==> src/design/sensor_average_dew_point_defines.svh <==
// Assertion macros used by the datapath.
// Each macro expects clk and rst_n in the scope where it is used.
`ifndef SENSOR_AVERAGE_DEW_POINT_DEFINES_SVH
`define SENSOR_AVERAGE_DEW_POINT_DEFINES_SVH

// Same-cycle implication.
`define SADP_CHECK_NOW(label, ante, cons, msg) \
    label: assert property (@(posedge clk) disable iff (!rst_n) (ante) |-> (cons)) \
        else $error(msg);

// Next-cycle implication.
`define SADP_CHECK_NEXT(label, ante, cons, msg) \
    label: assert property (@(posedge clk) disable iff (!rst_n) (ante) |=> (cons)) \
        else $error(msg);

`endif

==> src/design/sadp_pkg.sv <==
package sadp_pkg;

    // Field and register widths.
    localparam int CFG_W           = 7;
    localparam logic [CFG_W-1:0] CFG_RESET = 7'd16;
    localparam int MAX_SAMPLES_DEF = 64;
    localparam int T_W             = 15;
    localparam int H_W             = 14;
    localparam int DEW_W           = 16;
    localparam int S_TDATA_W       = 32;
    localparam int M_TDATA_W       = 48;

    // Datapath widths.
    localparam int NUM_W  = 48;
    localparam int DEN_W  = 32;
    localparam int Q_W    = NUM_W + 1;
    localparam int L2_W   = 20;
    localparam int LR_W   = 22;
    localparam int G_W    = 24;
    localparam int X_W    = 26;
    localparam int DDEN_W = 34;

    // Magnus constants and fixed-point scale factors.
    localparam int LOG2_10000_Q16 = 870824;
    localparam int LN2_Q16        = 45426;
    localparam int MAG_B          = 1762;
    localparam int MAG_C          = 24312;
    localparam int MAG_BC         = 2431200;
    localparam int MAG_B_Q16      = 1762 * 65536;
    localparam int DEW_MIN        = -27315;
    localparam int DEW_MAX        = 32767;

    typedef enum logic [3:0] {
        S_IDLE,
        S_T_GO,
        S_T_RUN,
        S_H_GO,
        S_H_RUN,
        S_LOG_GO,
        S_LOG_RUN,
        S_G_GO,
        S_G_RUN,
        S_X1,
        S_X2,
        S_D_GO,
        S_D_RUN,
        S_OUT
    } state_t;

    typedef enum logic [1:0] {
        OP_AVG_T,
        OP_AVG_H,
        OP_GAIN,
        OP_DEW
    } div_op_t;

    typedef struct packed {
        logic    accept;
        logic    div_start;
        div_op_t div_op;
        logic    log_start;
        logic    dew_low;
        logic    dew_high;
        logic    load_out;
    } ctrl_cmd_t;

    typedef struct packed {
        logic block_end;
        logic div_done;
        logic log_done;
        logic h_zero;
        logic den_bad;
        logic out_free;
    } dp_status_t;

endpackage

==> src/design/sadp_div.sv <==
module sadp_div (
    input  logic                                 clk,
    input  logic                                 rst_n,
    input  logic                                 start,
    input  logic signed [sadp_pkg::NUM_W-1:0]    num,
    input  logic        [sadp_pkg::DEN_W-1:0]    den,
    output logic                                 busy,
    output logic                                 done,
    output logic signed [sadp_pkg::Q_W-1:0]      quot
);

    localparam int NW = sadp_pkg::NUM_W;
    localparam int DW = sadp_pkg::DEN_W;
    localparam int CW = $clog2(NW + 1);

    logic signed [NW-1:0] num_reg;
    logic [DW-1:0]        den_reg;
    logic [NW-1:0]        acc_reg, acc_next;
    logic [DW-1:0]        rem_reg, rem_next;
    logic [CW-1:0]        cnt_reg, cnt_next;
    logic                 neg_reg, neg_next;
    logic                 prep_reg, prep_next;
    logic                 run_reg, run_next;
    logic                 done_reg, done_next;
    logic [NW-1:0]        mag;
    logic [DW:0]          rem_sh;
    logic [DW+1:0]        diff;

    // Operand magnitude; round-to-nearest is folded in by adding half the divisor.
    assign mag    = num_reg[NW-1] ? NW'(-num_reg) : NW'(num_reg);
    assign rem_sh = {rem_reg, acc_reg[NW-1]};
    assign diff   = {1'b0, rem_sh} - {2'b00, den_reg};

    // One restoring step per cycle.
    always_comb
    begin
        acc_next  = acc_reg;
        rem_next  = rem_reg;
        cnt_next  = cnt_reg;
        neg_next  = neg_reg;
        prep_next = 1'b0;
        run_next  = run_reg;
        done_next = 1'b0;
        if (start)
        begin
            prep_next = 1'b1;
        end
        else if (prep_reg)
        begin
            neg_next = num_reg[NW-1];
            acc_next = mag + NW'(den_reg >> 1);
            rem_next = '0;
            cnt_next = CW'(NW);
            run_next = 1'b1;
        end
        else if (run_reg)
        begin
            if (!diff[DW+1])
            begin
                rem_next = diff[DW-1:0];
                acc_next = {acc_reg[NW-2:0], 1'b1};
            end
            else
            begin
                rem_next = rem_sh[DW-1:0];
                acc_next = {acc_reg[NW-2:0], 1'b0};
            end
            cnt_next = cnt_reg - 1'b1;
            if (cnt_reg == CW'(1))
            begin
                run_next  = 1'b0;
                done_next = 1'b1;
            end
        end
    end

    always_ff @(posedge clk or negedge rst_n)
    begin
        if (!rst_n)
        begin
            prep_reg <= 1'b0;
            run_reg  <= 1'b0;
            done_reg <= 1'b0;
            cnt_reg  <= '0;
        end
        else
        begin
            prep_reg <= prep_next;
            run_reg  <= run_next;
            done_reg <= done_next;
            cnt_reg  <= cnt_next;
        end
    end

    always_ff @(posedge clk)
    begin
        if (start)
        begin
            num_reg <= num;
            den_reg <= den;
        end
        acc_reg <= acc_next;
        rem_reg <= rem_next;
        neg_reg <= neg_next;
    end

    assign busy = prep_reg | run_reg;
    assign done = done_reg;
    assign quot = neg_reg ? -$signed({1'b0, acc_reg}) : $signed({1'b0, acc_reg});

endmodule

==> src/design/sadp_log.sv <==
module sadp_log (
    input  logic                           clk,
    input  logic                           rst_n,
    input  logic                           start,
    input  logic [sadp_pkg::H_W-1:0]       h,
    output logic                           done,
    output logic [sadp_pkg::L2_W-1:0]      l2
);

    localparam int HW = sadp_pkg::H_W;

    logic [30:0] x_reg, x_next;
    logic [61:0] sq_reg;
    logic [15:0] frac_reg, frac_next;
    logic [3:0]  e_reg, e_next;
    logic [3:0]  step_reg, step_next;
    logic        run_reg, run_next;
    logic        sq_phase_reg, sq_phase_next;
    logic        done_reg, done_next;
    logic [3:0]  msb;
    logic [31:0] sq_top;

    // Position of the leading one of the input.
    always_comb
    begin
        msb = '0;
        for (int i = 0; i < HW; i++)
        begin
            if (h[i])
            begin
                msb = 4'(i);
            end
        end
    end

    assign sq_top = sq_reg[61:30];

    // Squaring loop: for each result bit, a registered multiply, then a renormalize step.
    always_comb
    begin
        x_next        = x_reg;
        frac_next     = frac_reg;
        e_next        = e_reg;
        step_next     = step_reg;
        run_next      = run_reg;
        sq_phase_next = sq_phase_reg;
        done_next     = 1'b0;
        if (start)
        begin
            e_next        = msb;
            x_next        = 31'(h) << (5'd30 - 5'(msb));
            frac_next     = '0;
            step_next     = '0;
            run_next      = 1'b1;
            sq_phase_next = 1'b0;
        end
        else if (run_reg)
        begin
            if (!sq_phase_reg)
            begin
                sq_phase_next = 1'b1;
            end
            else
            begin
                sq_phase_next = 1'b0;
                if (sq_top[31])
                begin
                    x_next = sq_top[31:1];
                    frac_next[4'd15 - step_reg] = 1'b1;
                end
                else
                begin
                    x_next = sq_top[30:0];
                end
                step_next = step_reg + 1'b1;
                if (step_reg == 4'd15)
                begin
                    run_next  = 1'b0;
                    done_next = 1'b1;
                end
            end
        end
    end

    always_ff @(posedge clk or negedge rst_n)
    begin
        if (!rst_n)
        begin
            run_reg      <= 1'b0;
            sq_phase_reg <= 1'b0;
            done_reg     <= 1'b0;
            step_reg     <= '0;
        end
        else
        begin
            run_reg      <= run_next;
            sq_phase_reg <= sq_phase_next;
            done_reg     <= done_next;
            step_reg     <= step_next;
        end
    end

    always_ff @(posedge clk)
    begin
        x_reg    <= x_next;
        frac_reg <= frac_next;
        e_reg    <= e_next;
        sq_reg   <= 62'(x_reg) * 62'(x_reg);
    end

    assign done = done_reg;
    assign l2   = {e_reg, frac_reg};

endmodule

==> src/design/sadp_datapath.sv <==
`include "sensor_average_dew_point_defines.svh"

module sadp_datapath #(
    parameter int MAX_SAMPLES = sadp_pkg::MAX_SAMPLES_DEF
) (
    input  logic                                clk,
    input  logic                                rst_n,
    input  logic [sadp_pkg::S_TDATA_W-1:0]      s_tdata,
    input  logic                                s_tuser,
    input  logic                                cfg_valid,
    input  logic [sadp_pkg::CFG_W-1:0]          cfg_data,
    output logic                                m_tvalid,
    input  logic                                m_tready,
    output logic [sadp_pkg::M_TDATA_W-1:0]      m_tdata,
    input  sadp_pkg::ctrl_cmd_t                 cmd,
    output sadp_pkg::dp_status_t                st
);

    localparam int CNT_W   = $clog2(MAX_SAMPLES + 1);
    localparam int CMP_W   = (CNT_W > sadp_pkg::CFG_W) ? CNT_W : sadp_pkg::CFG_W;
    localparam int SUM_T_W = sadp_pkg::T_W + CNT_W;
    localparam int SUM_H_W = sadp_pkg::H_W + CNT_W;
    localparam int NW      = sadp_pkg::NUM_W;
    localparam int DW      = sadp_pkg::DEN_W;
    localparam int QW      = sadp_pkg::Q_W;

    logic [sadp_pkg::CFG_W-1:0]      spa_reg;
    logic signed [SUM_T_W-1:0]       sum_t_reg, tot_t_reg;
    logic [SUM_H_W-1:0]              sum_h_reg, tot_h_reg;
    logic [CNT_W-1:0]                cnt_reg, tot_n_reg;
    logic signed [sadp_pkg::T_W-1:0] avg_t_reg;
    logic [sadp_pkg::H_W-1:0]        avg_h_reg;
    logic signed [sadp_pkg::G_W-1:0] g_reg;
    logic signed [sadp_pkg::LR_W-1:0] lr_reg;
    logic signed [sadp_pkg::X_W-1:0] x_reg;
    logic signed [26:0]              gnum_reg;
    logic [22:0]                     gden_reg;
    logic signed [NW-1:0]            dnum_reg;
    logic signed [sadp_pkg::DDEN_W-1:0] dden_reg;
    logic signed [sadp_pkg::DEW_W-1:0] dew_reg;
    logic                            out_valid_reg;
    logic [sadp_pkg::M_TDATA_W-1:0]  out_reg;

    logic signed [sadp_pkg::T_W-1:0] t_in;
    logic [sadp_pkg::H_W-1:0]        h_in;
    logic signed [SUM_T_W-1:0]       sum_t_new;
    logic [SUM_H_W-1:0]              sum_h_new;
    logic [CMP_W-1:0]                cfg_n, n_one, n_eff, cnt_inc;
    logic signed [NW-1:0]            div_num;
    logic [DW-1:0]                   div_den;
    logic                            div_busy, div_done;
    logic signed [QW-1:0]            quot;
    logic                            log_done;
    logic [sadp_pkg::L2_W-1:0]       l2;
    logic signed [20:0]              l2_diff;
    logic signed [37:0]              lr_prod;
    logic [37:0]                     lr_mag;
    logic signed [sadp_pkg::LR_W-1:0] lr_new;
    logic signed [sadp_pkg::DEW_W-1:0] dew_calc;

    assign t_in = $signed(s_tdata[sadp_pkg::T_W-1:0]);
    assign h_in = s_tdata[sadp_pkg::T_W +: sadp_pkg::H_W];

    // Effective block size: zero means one, capped at the accumulator depth.
    assign cfg_n   = CMP_W'(spa_reg);
    assign n_one   = (cfg_n == '0) ? CMP_W'(1) : cfg_n;
    assign n_eff   = (n_one > CMP_W'(MAX_SAMPLES)) ? CMP_W'(MAX_SAMPLES) : n_one;
    assign cnt_inc = CMP_W'(cnt_reg) + CMP_W'(1);

    assign sum_t_new = sum_t_reg + SUM_T_W'(t_in);
    assign sum_h_new = sum_h_reg + SUM_H_W'(h_in);

    // Configuration register.
    always_ff @(posedge clk or negedge rst_n)
    begin
        if (!rst_n)
        begin
            spa_reg <= sadp_pkg::CFG_RESET;
        end
        else if (cfg_valid)
        begin
            spa_reg <= cfg_data;
        end
    end

    // Accumulators; a completed block is handed to the divide sequence.
    always_ff @(posedge clk or negedge rst_n)
    begin
        if (!rst_n)
        begin
            sum_t_reg <= '0;
            sum_h_reg <= '0;
            cnt_reg   <= '0;
        end
        else if (cmd.accept && s_tuser)
        begin
            if (st.block_end)
            begin
                sum_t_reg <= '0;
                sum_h_reg <= '0;
                cnt_reg   <= '0;
            end
            else
            begin
                sum_t_reg <= sum_t_new;
                sum_h_reg <= sum_h_new;
                cnt_reg   <= cnt_inc[CNT_W-1:0];
            end
        end
    end

    always_ff @(posedge clk)
    begin
        if (cmd.accept && st.block_end)
        begin
            tot_t_reg <= sum_t_new;
            tot_h_reg <= sum_h_new;
            tot_n_reg <= cnt_inc[CNT_W-1:0];
        end
    end

    // Divider operand select.
    always_comb
    begin
        case (cmd.div_op)
            sadp_pkg::OP_AVG_T:
            begin
                div_num = NW'(tot_t_reg);
                div_den = DW'(tot_n_reg);
            end
            sadp_pkg::OP_AVG_H:
            begin
                div_num = $signed(NW'(tot_h_reg));
                div_den = DW'(tot_n_reg);
            end
            sadp_pkg::OP_GAIN:
            begin
                div_num = NW'(gnum_reg) <<< 16;
                div_den = DW'(gden_reg);
            end
            sadp_pkg::OP_DEW:
            begin
                div_num = dnum_reg;
                div_den = dden_reg[DW-1:0];
            end
            default:
            begin
                div_num = '0;
                div_den = '0;
            end
        endcase
    end

    sadp_div u_div (
        .clk   (clk),
        .rst_n (rst_n),
        .start (cmd.div_start),
        .num   (div_num),
        .den   (div_den),
        .busy  (div_busy),
        .done  (div_done),
        .quot  (quot)
    );

    sadp_log u_log (
        .clk   (clk),
        .rst_n (rst_n),
        .start (cmd.log_start),
        .h     (avg_h_reg),
        .done  (log_done),
        .l2    (l2)
    );

    // Natural log in Q16 from the base-two log, rounded half away from zero.
    assign l2_diff = $signed({1'b0, l2}) - 21'(sadp_pkg::LOG2_10000_Q16);
    assign lr_prod = 38'(l2_diff) * 38'(sadp_pkg::LN2_Q16);
    assign lr_mag  = lr_prod[37] ? 38'(-lr_prod) : 38'(lr_prod);
    always_comb
    begin
        if (lr_prod[37])
        begin
            lr_new = -$signed(sadp_pkg::LR_W'((lr_mag + 38'd32768) >> 16));
        end
        else
        begin
            lr_new = $signed(sadp_pkg::LR_W'((lr_mag + 38'd32768) >> 16));
        end
    end

    // Dew point saturation.
    always_comb
    begin
        if (quot < $signed(QW'(sadp_pkg::DEW_MIN)))
        begin
            dew_calc = sadp_pkg::DEW_W'(sadp_pkg::DEW_MIN);
        end
        else if (quot > $signed(QW'(sadp_pkg::DEW_MAX)))
        begin
            dew_calc = sadp_pkg::DEW_W'(sadp_pkg::DEW_MAX);
        end
        else
        begin
            dew_calc = quot[sadp_pkg::DEW_W-1:0];
        end
    end

    // Magnus terms, each register fed by at most one multiply.
    always_ff @(posedge clk)
    begin
        lr_reg   <= lr_new;
        gnum_reg <= 27'(avg_t_reg) * 27'(sadp_pkg::MAG_B);
        gden_reg <= 23'(27'(sadp_pkg::MAG_C) + 27'(avg_t_reg)) * 23'd100;
        x_reg    <= sadp_pkg::X_W'(lr_reg) + sadp_pkg::X_W'(g_reg);
        dnum_reg <= NW'(x_reg) * NW'(sadp_pkg::MAG_BC);
        dden_reg <= sadp_pkg::DDEN_W'(sadp_pkg::MAG_B_Q16)
                    - sadp_pkg::DDEN_W'(x_reg) * sadp_pkg::DDEN_W'(100);
    end

    // Result capture from the shared divider, and the forced dew point limits.
    always_ff @(posedge clk)
    begin
        if (div_done)
        begin
            case (cmd.div_op)
                sadp_pkg::OP_AVG_T: avg_t_reg <= quot[sadp_pkg::T_W-1:0];
                sadp_pkg::OP_AVG_H: avg_h_reg <= quot[sadp_pkg::H_W-1:0];
                sadp_pkg::OP_GAIN:  g_reg     <= quot[sadp_pkg::G_W-1:0];
                sadp_pkg::OP_DEW:   dew_reg   <= dew_calc;
                default:            dew_reg   <= dew_reg;
            endcase
        end
        else if (cmd.dew_low)
        begin
            dew_reg <= sadp_pkg::DEW_W'(sadp_pkg::DEW_MIN);
        end
        else if (cmd.dew_high)
        begin
            dew_reg <= sadp_pkg::DEW_W'(sadp_pkg::DEW_MAX);
        end
    end

    // Output register.
    always_ff @(posedge clk or negedge rst_n)
    begin
        if (!rst_n)
        begin
            out_valid_reg <= 1'b0;
        end
        else if (cmd.load_out)
        begin
            out_valid_reg <= 1'b1;
        end
        else if (m_tready)
        begin
            out_valid_reg <= 1'b0;
        end
    end

    always_ff @(posedge clk)
    begin
        if (cmd.load_out)
        begin
            out_reg <= {3'b000, dew_reg, avg_h_reg, avg_t_reg};
        end
    end

    assign m_tvalid = out_valid_reg;
    assign m_tdata  = out_reg;

    assign st.block_end = s_tuser && (cnt_inc >= n_eff);
    assign st.div_done  = div_done;
    assign st.log_done  = log_done;
    assign st.h_zero    = (avg_h_reg == '0);
    assign st.den_bad   = (dden_reg <= 0);
    assign st.out_free  = !out_valid_reg || m_tready;

    `SADP_CHECK_NEXT(a_count_step, cmd.accept && s_tuser && !st.block_end,
        cnt_reg == $past(cnt_reg) + 1'b1, "sample count did not advance")
    `SADP_CHECK_NEXT(a_out_loaded, cmd.load_out, m_tvalid, "result word not presented")
    `SADP_CHECK_NOW(a_div_idle, cmd.div_start, !div_busy, "divider started while busy")

endmodule

==> src/design/sadp_ctrl.sv <==
module sadp_ctrl (
    input  logic                  clk,
    input  logic                  rst_n,
    input  logic                  s_tvalid,
    output logic                  s_tready,
    input  sadp_pkg::dp_status_t  st,
    output sadp_pkg::ctrl_cmd_t   cmd
);

    sadp_pkg::state_t state_reg, state_next;

    always_ff @(posedge clk or negedge rst_n)
    begin
        if (!rst_n)
        begin
            state_reg <= sadp_pkg::S_IDLE;
        end
        else
        begin
            state_reg <= state_next;
        end
    end

    // Next state.
    always_comb
    begin
        state_next = state_reg;
        case (state_reg)
            sadp_pkg::S_IDLE:
                if (s_tvalid && st.block_end) state_next = sadp_pkg::S_T_GO;
            sadp_pkg::S_T_GO:   state_next = sadp_pkg::S_T_RUN;
            sadp_pkg::S_T_RUN:
                if (st.div_done) state_next = sadp_pkg::S_H_GO;
            sadp_pkg::S_H_GO:   state_next = sadp_pkg::S_H_RUN;
            sadp_pkg::S_H_RUN:
                if (st.div_done) state_next = sadp_pkg::S_LOG_GO;
            sadp_pkg::S_LOG_GO:
                state_next = st.h_zero ? sadp_pkg::S_OUT : sadp_pkg::S_LOG_RUN;
            sadp_pkg::S_LOG_RUN:
                if (st.log_done) state_next = sadp_pkg::S_G_GO;
            sadp_pkg::S_G_GO:   state_next = sadp_pkg::S_G_RUN;
            sadp_pkg::S_G_RUN:
                if (st.div_done) state_next = sadp_pkg::S_X1;
            sadp_pkg::S_X1:     state_next = sadp_pkg::S_X2;
            sadp_pkg::S_X2:     state_next = sadp_pkg::S_D_GO;
            sadp_pkg::S_D_GO:
                state_next = st.den_bad ? sadp_pkg::S_OUT : sadp_pkg::S_D_RUN;
            sadp_pkg::S_D_RUN:
                if (st.div_done) state_next = sadp_pkg::S_OUT;
            sadp_pkg::S_OUT:
                if (st.out_free) state_next = sadp_pkg::S_IDLE;
            default:            state_next = sadp_pkg::S_IDLE;
        endcase
    end

    // Commands to the datapath.
    always_comb
    begin
        cmd           = '0;
        cmd.div_op    = sadp_pkg::OP_AVG_T;
        s_tready      = 1'b0;
        case (state_reg)
            sadp_pkg::S_IDLE:
            begin
                s_tready   = 1'b1;
                cmd.accept = s_tvalid;
            end
            sadp_pkg::S_T_GO:
            begin
                cmd.div_start = 1'b1;
            end
            sadp_pkg::S_H_GO:
            begin
                cmd.div_op    = sadp_pkg::OP_AVG_H;
                cmd.div_start = 1'b1;
            end
            sadp_pkg::S_H_RUN:
            begin
                cmd.div_op = sadp_pkg::OP_AVG_H;
            end
            sadp_pkg::S_LOG_GO:
            begin
                cmd.div_op    = sadp_pkg::OP_AVG_H;
                cmd.log_start = !st.h_zero;
                cmd.dew_low   = st.h_zero;
            end
            sadp_pkg::S_G_GO:
            begin
                cmd.div_op    = sadp_pkg::OP_GAIN;
                cmd.div_start = 1'b1;
            end
            sadp_pkg::S_G_RUN, sadp_pkg::S_X1, sadp_pkg::S_X2:
            begin
                cmd.div_op = sadp_pkg::OP_GAIN;
            end
            sadp_pkg::S_D_GO:
            begin
                cmd.div_op    = sadp_pkg::OP_DEW;
                cmd.div_start = !st.den_bad;
                cmd.dew_high  = st.den_bad;
            end
            sadp_pkg::S_D_RUN:
            begin
                cmd.div_op = sadp_pkg::OP_DEW;
            end
            sadp_pkg::S_OUT:
            begin
                cmd.div_op   = sadp_pkg::OP_DEW;
                cmd.load_out = st.out_free;
            end
            default:
            begin
                cmd.div_op = sadp_pkg::OP_AVG_T;
            end
        endcase
    end

endmodule

==> src/design/sensor_average_dew_point.sv <==
// Block-average dew point unit. Each input word carries one temperature and
// humidity sample; words with the valid flag low are dropped. Valid samples
// are summed until the block size written on the configuration channel is
// reached, then one output word gives the rounded mean temperature, mean
// humidity and Magnus dew point, all in hundredths. A word that does not
// complete a block is accepted without a stall. A word that completes a block
// starts a sequence of four divisions on one shared bit-serial divider, a
// squaring logarithm, term setup and output load, during which no input word
// is taken. Zero mean humidity skips the logarithm and the last two divisions,
// and a non-positive Magnus denominator skips the last one. If the previous
// result has not been taken, the sequence also waits in its last state until
// the output register is free; a finished result waits in the output register
// while the next input word is accepted.
module sensor_average_dew_point #(
    parameter int MAX_SAMPLES = sadp_pkg::MAX_SAMPLES_DEF
) (
    input  logic                              clk,
    input  logic                              rst_n,
    input  logic                              s_tvalid,
    output logic                              s_tready,
    // temperature_sample[14:0], humidity_sample[28:15], zero fill
    input  logic [sadp_pkg::S_TDATA_W-1:0]    s_tdata,
    // sample_valid[0]
    input  logic [0:0]                        s_tuser,
    output logic                              m_tvalid,
    input  logic                              m_tready,
    // average_temperature[14:0], average_humidity[28:15], dew_point[44:29], zero fill
    output logic [sadp_pkg::M_TDATA_W-1:0]    m_tdata,
    input  logic                              cfg_valid,
    output logic                              cfg_ready,
    input  logic [sadp_pkg::CFG_W-1:0]        cfg_data
);

    sadp_pkg::ctrl_cmd_t  cmd;
    sadp_pkg::dp_status_t st;

    assign cfg_ready = 1'b1;

    sadp_ctrl u_ctrl (
        .clk      (clk),
        .rst_n    (rst_n),
        .s_tvalid (s_tvalid),
        .s_tready (s_tready),
        .st       (st),
        .cmd      (cmd)
    );

    sadp_datapath #(
        .MAX_SAMPLES (MAX_SAMPLES)
    ) u_datapath (
        .clk       (clk),
        .rst_n     (rst_n),
        .s_tdata   (s_tdata),
        .s_tuser   (s_tuser[0]),
        .cfg_valid (cfg_valid),
        .cfg_data  (cfg_data),
        .m_tvalid  (m_tvalid),
        .m_tready  (m_tready),
        .m_tdata   (m_tdata),
        .cmd       (cmd),
        .st        (st)
    );

endmodule

==> config.mk <==
export PLATFORM = sky130hd
export DESIGN_NAME = sensor_average_dew_point
export DESIGN_NICKNAME = d
export VERILOG_FILES = /design/src/design/sadp_pkg.sv /design/src/design/sadp_div.sv /design/src/design/sadp_log.sv /design/src/design/sadp_datapath.sv /design/src/design/sadp_ctrl.sv /design/src/design/sensor_average_dew_point.sv
export VERILOG_INCLUDE_DIRS = /design/src /design/src/design
export SDC_FILE = /design/constraint.sdc
export NUM_CORES = 2
export LEC_CHECK = 0
export ABC_AREA = 1
export BUFFER_PORTS_ARGS = -buffer_cell sky130_fd_sc_hd__buf_4
export CAP_MARGIN = 20
export CELL_PAD_IN_SITES_DETAIL_PLACEMENT = 0
export CELL_PAD_IN_SITES_GLOBAL_PLACEMENT = 2
export CORE_MARGIN = 2
export CORE_UTILIZATION = 42
export DETAILED_ROUTE_END_ITERATION = 12
export GPL_TIMING_DRIVEN = 0
export PLACE_DENSITY = 0.85
export SLEW_MARGIN = 20
export SYNTH_ARGS = -nofsm -noshare
export SYNTH_HDL_FRONTEND = slang
export SYNTH_SLANG_ARGS = --single-unit
==> constraint.sdc <==
create_clock -name clk -period 11.1 [get_ports clk]
set_input_delay 1.11 -clock clk [delete_from_list [all_inputs] [get_ports clk]]
set_output_delay 1.11 -clock clk [all_outputs]
set_load 0.02 [all_outputs]
==> metrics.csv <==
metric;value;unit
status;finished clean;
avgSynthCellArea;8.53;µm²
rows;163;
nets;12019;
io_pins;96;
max_clock_freq;102;MHz
grt_max_degree;79;
globalplace.congestion;0.921;
slowest_stage;xor2_2;
setup.worst_path.start;u_datapath.u_log.frac_reg[3]$_SDFFE_PP0P_;
coreArea;197000;µm²
wl_per_cell;20.6;µm
grt_pass1_vias;66181;
fillers;19648;
num_vias;63313;
synthTopCellsByCount;2372 x inv_1, 1800 x nand2_1, 1097 x fa_1;
min_from;u_datapath.dew_reg[10]$_SDFFCE_PP1P_;
root_buffer;clkbuf_16;
synth_seq_cells;650;
antenna_found_initial;4;
setup_slack;1300;ps
netlist_area;83100;µm²
cts-buffers-inserted;76;
async_reset_ff_share;12.0;%
ys.flop_type;edfxtp_1;
tightest_slew;1250;ps
fin_setup_tns;0;ps
synth_edf_count;360;
synth_area_leaders;fa_1 26%, ha_1 14%, edfxtp_1 13%, inv_1 11%, nand2_1 8.1%;
htreeDepth;3;
yosysMostFrequentCell;inv_1;
clk_latency;690;ps
numClockSinks;650;
cp.arrival;10370;ps
finalNonFillerCells;12642;
cts_tree;built;
grt_pass1_wl;399000;µm
track_usage;26.0;%
dr.pass1.iters;6;
drt_iter0_drc;3961;
place_inst;12499;
worst_path_most_repeated_cell;nand2_1;
drc;0;
ys_types;69;
hold_class;register to register;
reg2reg_from;u_datapath.u_log.frac_reg[3]$_SDFFE_PP0P_;
maxCapViolCount;0;
final_antenna_net_count;0;
seq_area_frac_synth;20.5;%
relSlewSlack;16.6;%
post-route-min-period;9800;ps
synth_cells;9742;
rsz0062_at_grt;false;
clkTransAtPathRegs;60;ps
slew_violations;0;
clk_path_buf_depth;3;
hold_violations;0;
cts_resized;0;
path_class;register to register;
start_kind;register;
worst_setup_path_end_kind;register;
port-buffer-count;87;
yosysTopAreaCell;fa_1;
setup_viol;0;
max_stage_delay;590;ps
routed_via_density;5.01;
start_util;42.2;%
dp_slack;1270;ps
cp_max_fo;11;
drt_wl_total;261000;µm
dp.final_hpwl;222000;µm
min_period_over_period;88.3;%
die_w;449;µm
area_growth;8.56;%
chipHeight;449;µm
yosys_warnings;0;
post_cts_buffers;0;
yosysTopAreaCellShare;26.4;%
gr-total-overflow;0;
final_util;45.8;%
clock_skew;35.1;ps
required;11670;ps
ctsHoldBuffers;0;
drive_above_1_share;4.29;%
die_area;201000;µm²
[area by class of cell]
class	instances	area, µm²	area share [%]
tap	2640	3300	3.66
buffer	185	757	0.839
clock buffer	106	2130	2.36
clock inverter	35	372	0.412
sequential	650	17000	18.9
multi-input combinational	6511	56500	62.7
inverter	2398	9000	9.98
timing repair buffer	116	1080	1.20
antenna	1	2.50	0.00277
[stage by stage]
step | hold WS [ps] | area, µm²
floorplan | 398 | 83100
global route | 422 | 90200
global placement | 410 | 87000
finish | 420 | 90200
CTS | 416 | 90200
detailed placement | 408 | 87700
[layout by cell type, fill, tap and decap left out, types with 35 or more instances in the layout]
master,netlist,final
o21ai_0,322,321
nor3_1,70,69
nand2_2,34,35
edfxtp_1,360,360
a21oi_1,406,405
dfrtp_1,77,77
xor2_1,322,310
nand4_1,73,73
xnor2_1,135,133
nand2_1,1800,1799
buf_4,7,94
dfxtp_1,212,212
nand3_1,301,301
clkbuf_1,161,168
a31oi_1,67,66
nor2_1,522,520
inv_1,2372,2370
fa_1,1097,1097
nor4_1,46,44
a22o_1,48,48
ha_1,939,939
clkbuf_16,0,78
[routing by layer]
layer	wire length (µm)	global-route usage, %	vias up
met5	0	0	-
met4	12600	11.0	0
met3	9790	1.95	376
met2	125000	44.6	1332
met1	113000	33.8	31052
li1	-	-	30553
[cells by family (layout without fill, tap and decap cells)]
kind of cell,Yosys count,after routing,synth area share (%)
compound gates,1042,1042,7.20
flops,650,650,20.5
other cells,2,5,0.00904
fa+ha+maj,2036,2036,40.6
mux,12,12,0.154
simple gates,2959,2959,15.0
buf+inv,2583,2840,11.7
xor+xnor,458,458,4.84
[worst max-delay path, delay by kind of cell, from the launching register on]
family,cells,cell delay [ps]
DFF,1,460
and+or+nand+nor,26,2930
adders and majority gates,9,3640
AOI/OAI and AO/OA,5,1110
xor gates and xnor gates,1,590
buffers and inverters,9,930
[final timing paths]
kind                       slack (ps)  cells past startpoint                                       end
hold reg to reg                   420                      0          u_datapath.m_tdata[39]$_DFFE_PP_
setup reg to reg                 1300                     50             u_datapath.lr_reg[20]$_DFF_P_
setup / recovery                 1300                     50             u_datapath.lr_reg[20]$_DFF_P_
min in group asynchronous         480                      1   u_datapath.u_div.cnt_reg[1]$_DFFE_PN0P_
hold / removal                    420                      0          u_datapath.m_tdata[39]$_DFFE_PP_
max in group asynchronous        9930                      1  u_datapath.u_log.step_reg[1]$_DFFE_PN0P_
Power is left out: the tool's default activity adds up to more than one toggle a clock period on the data nets, which glitch-free logic cannot reach.
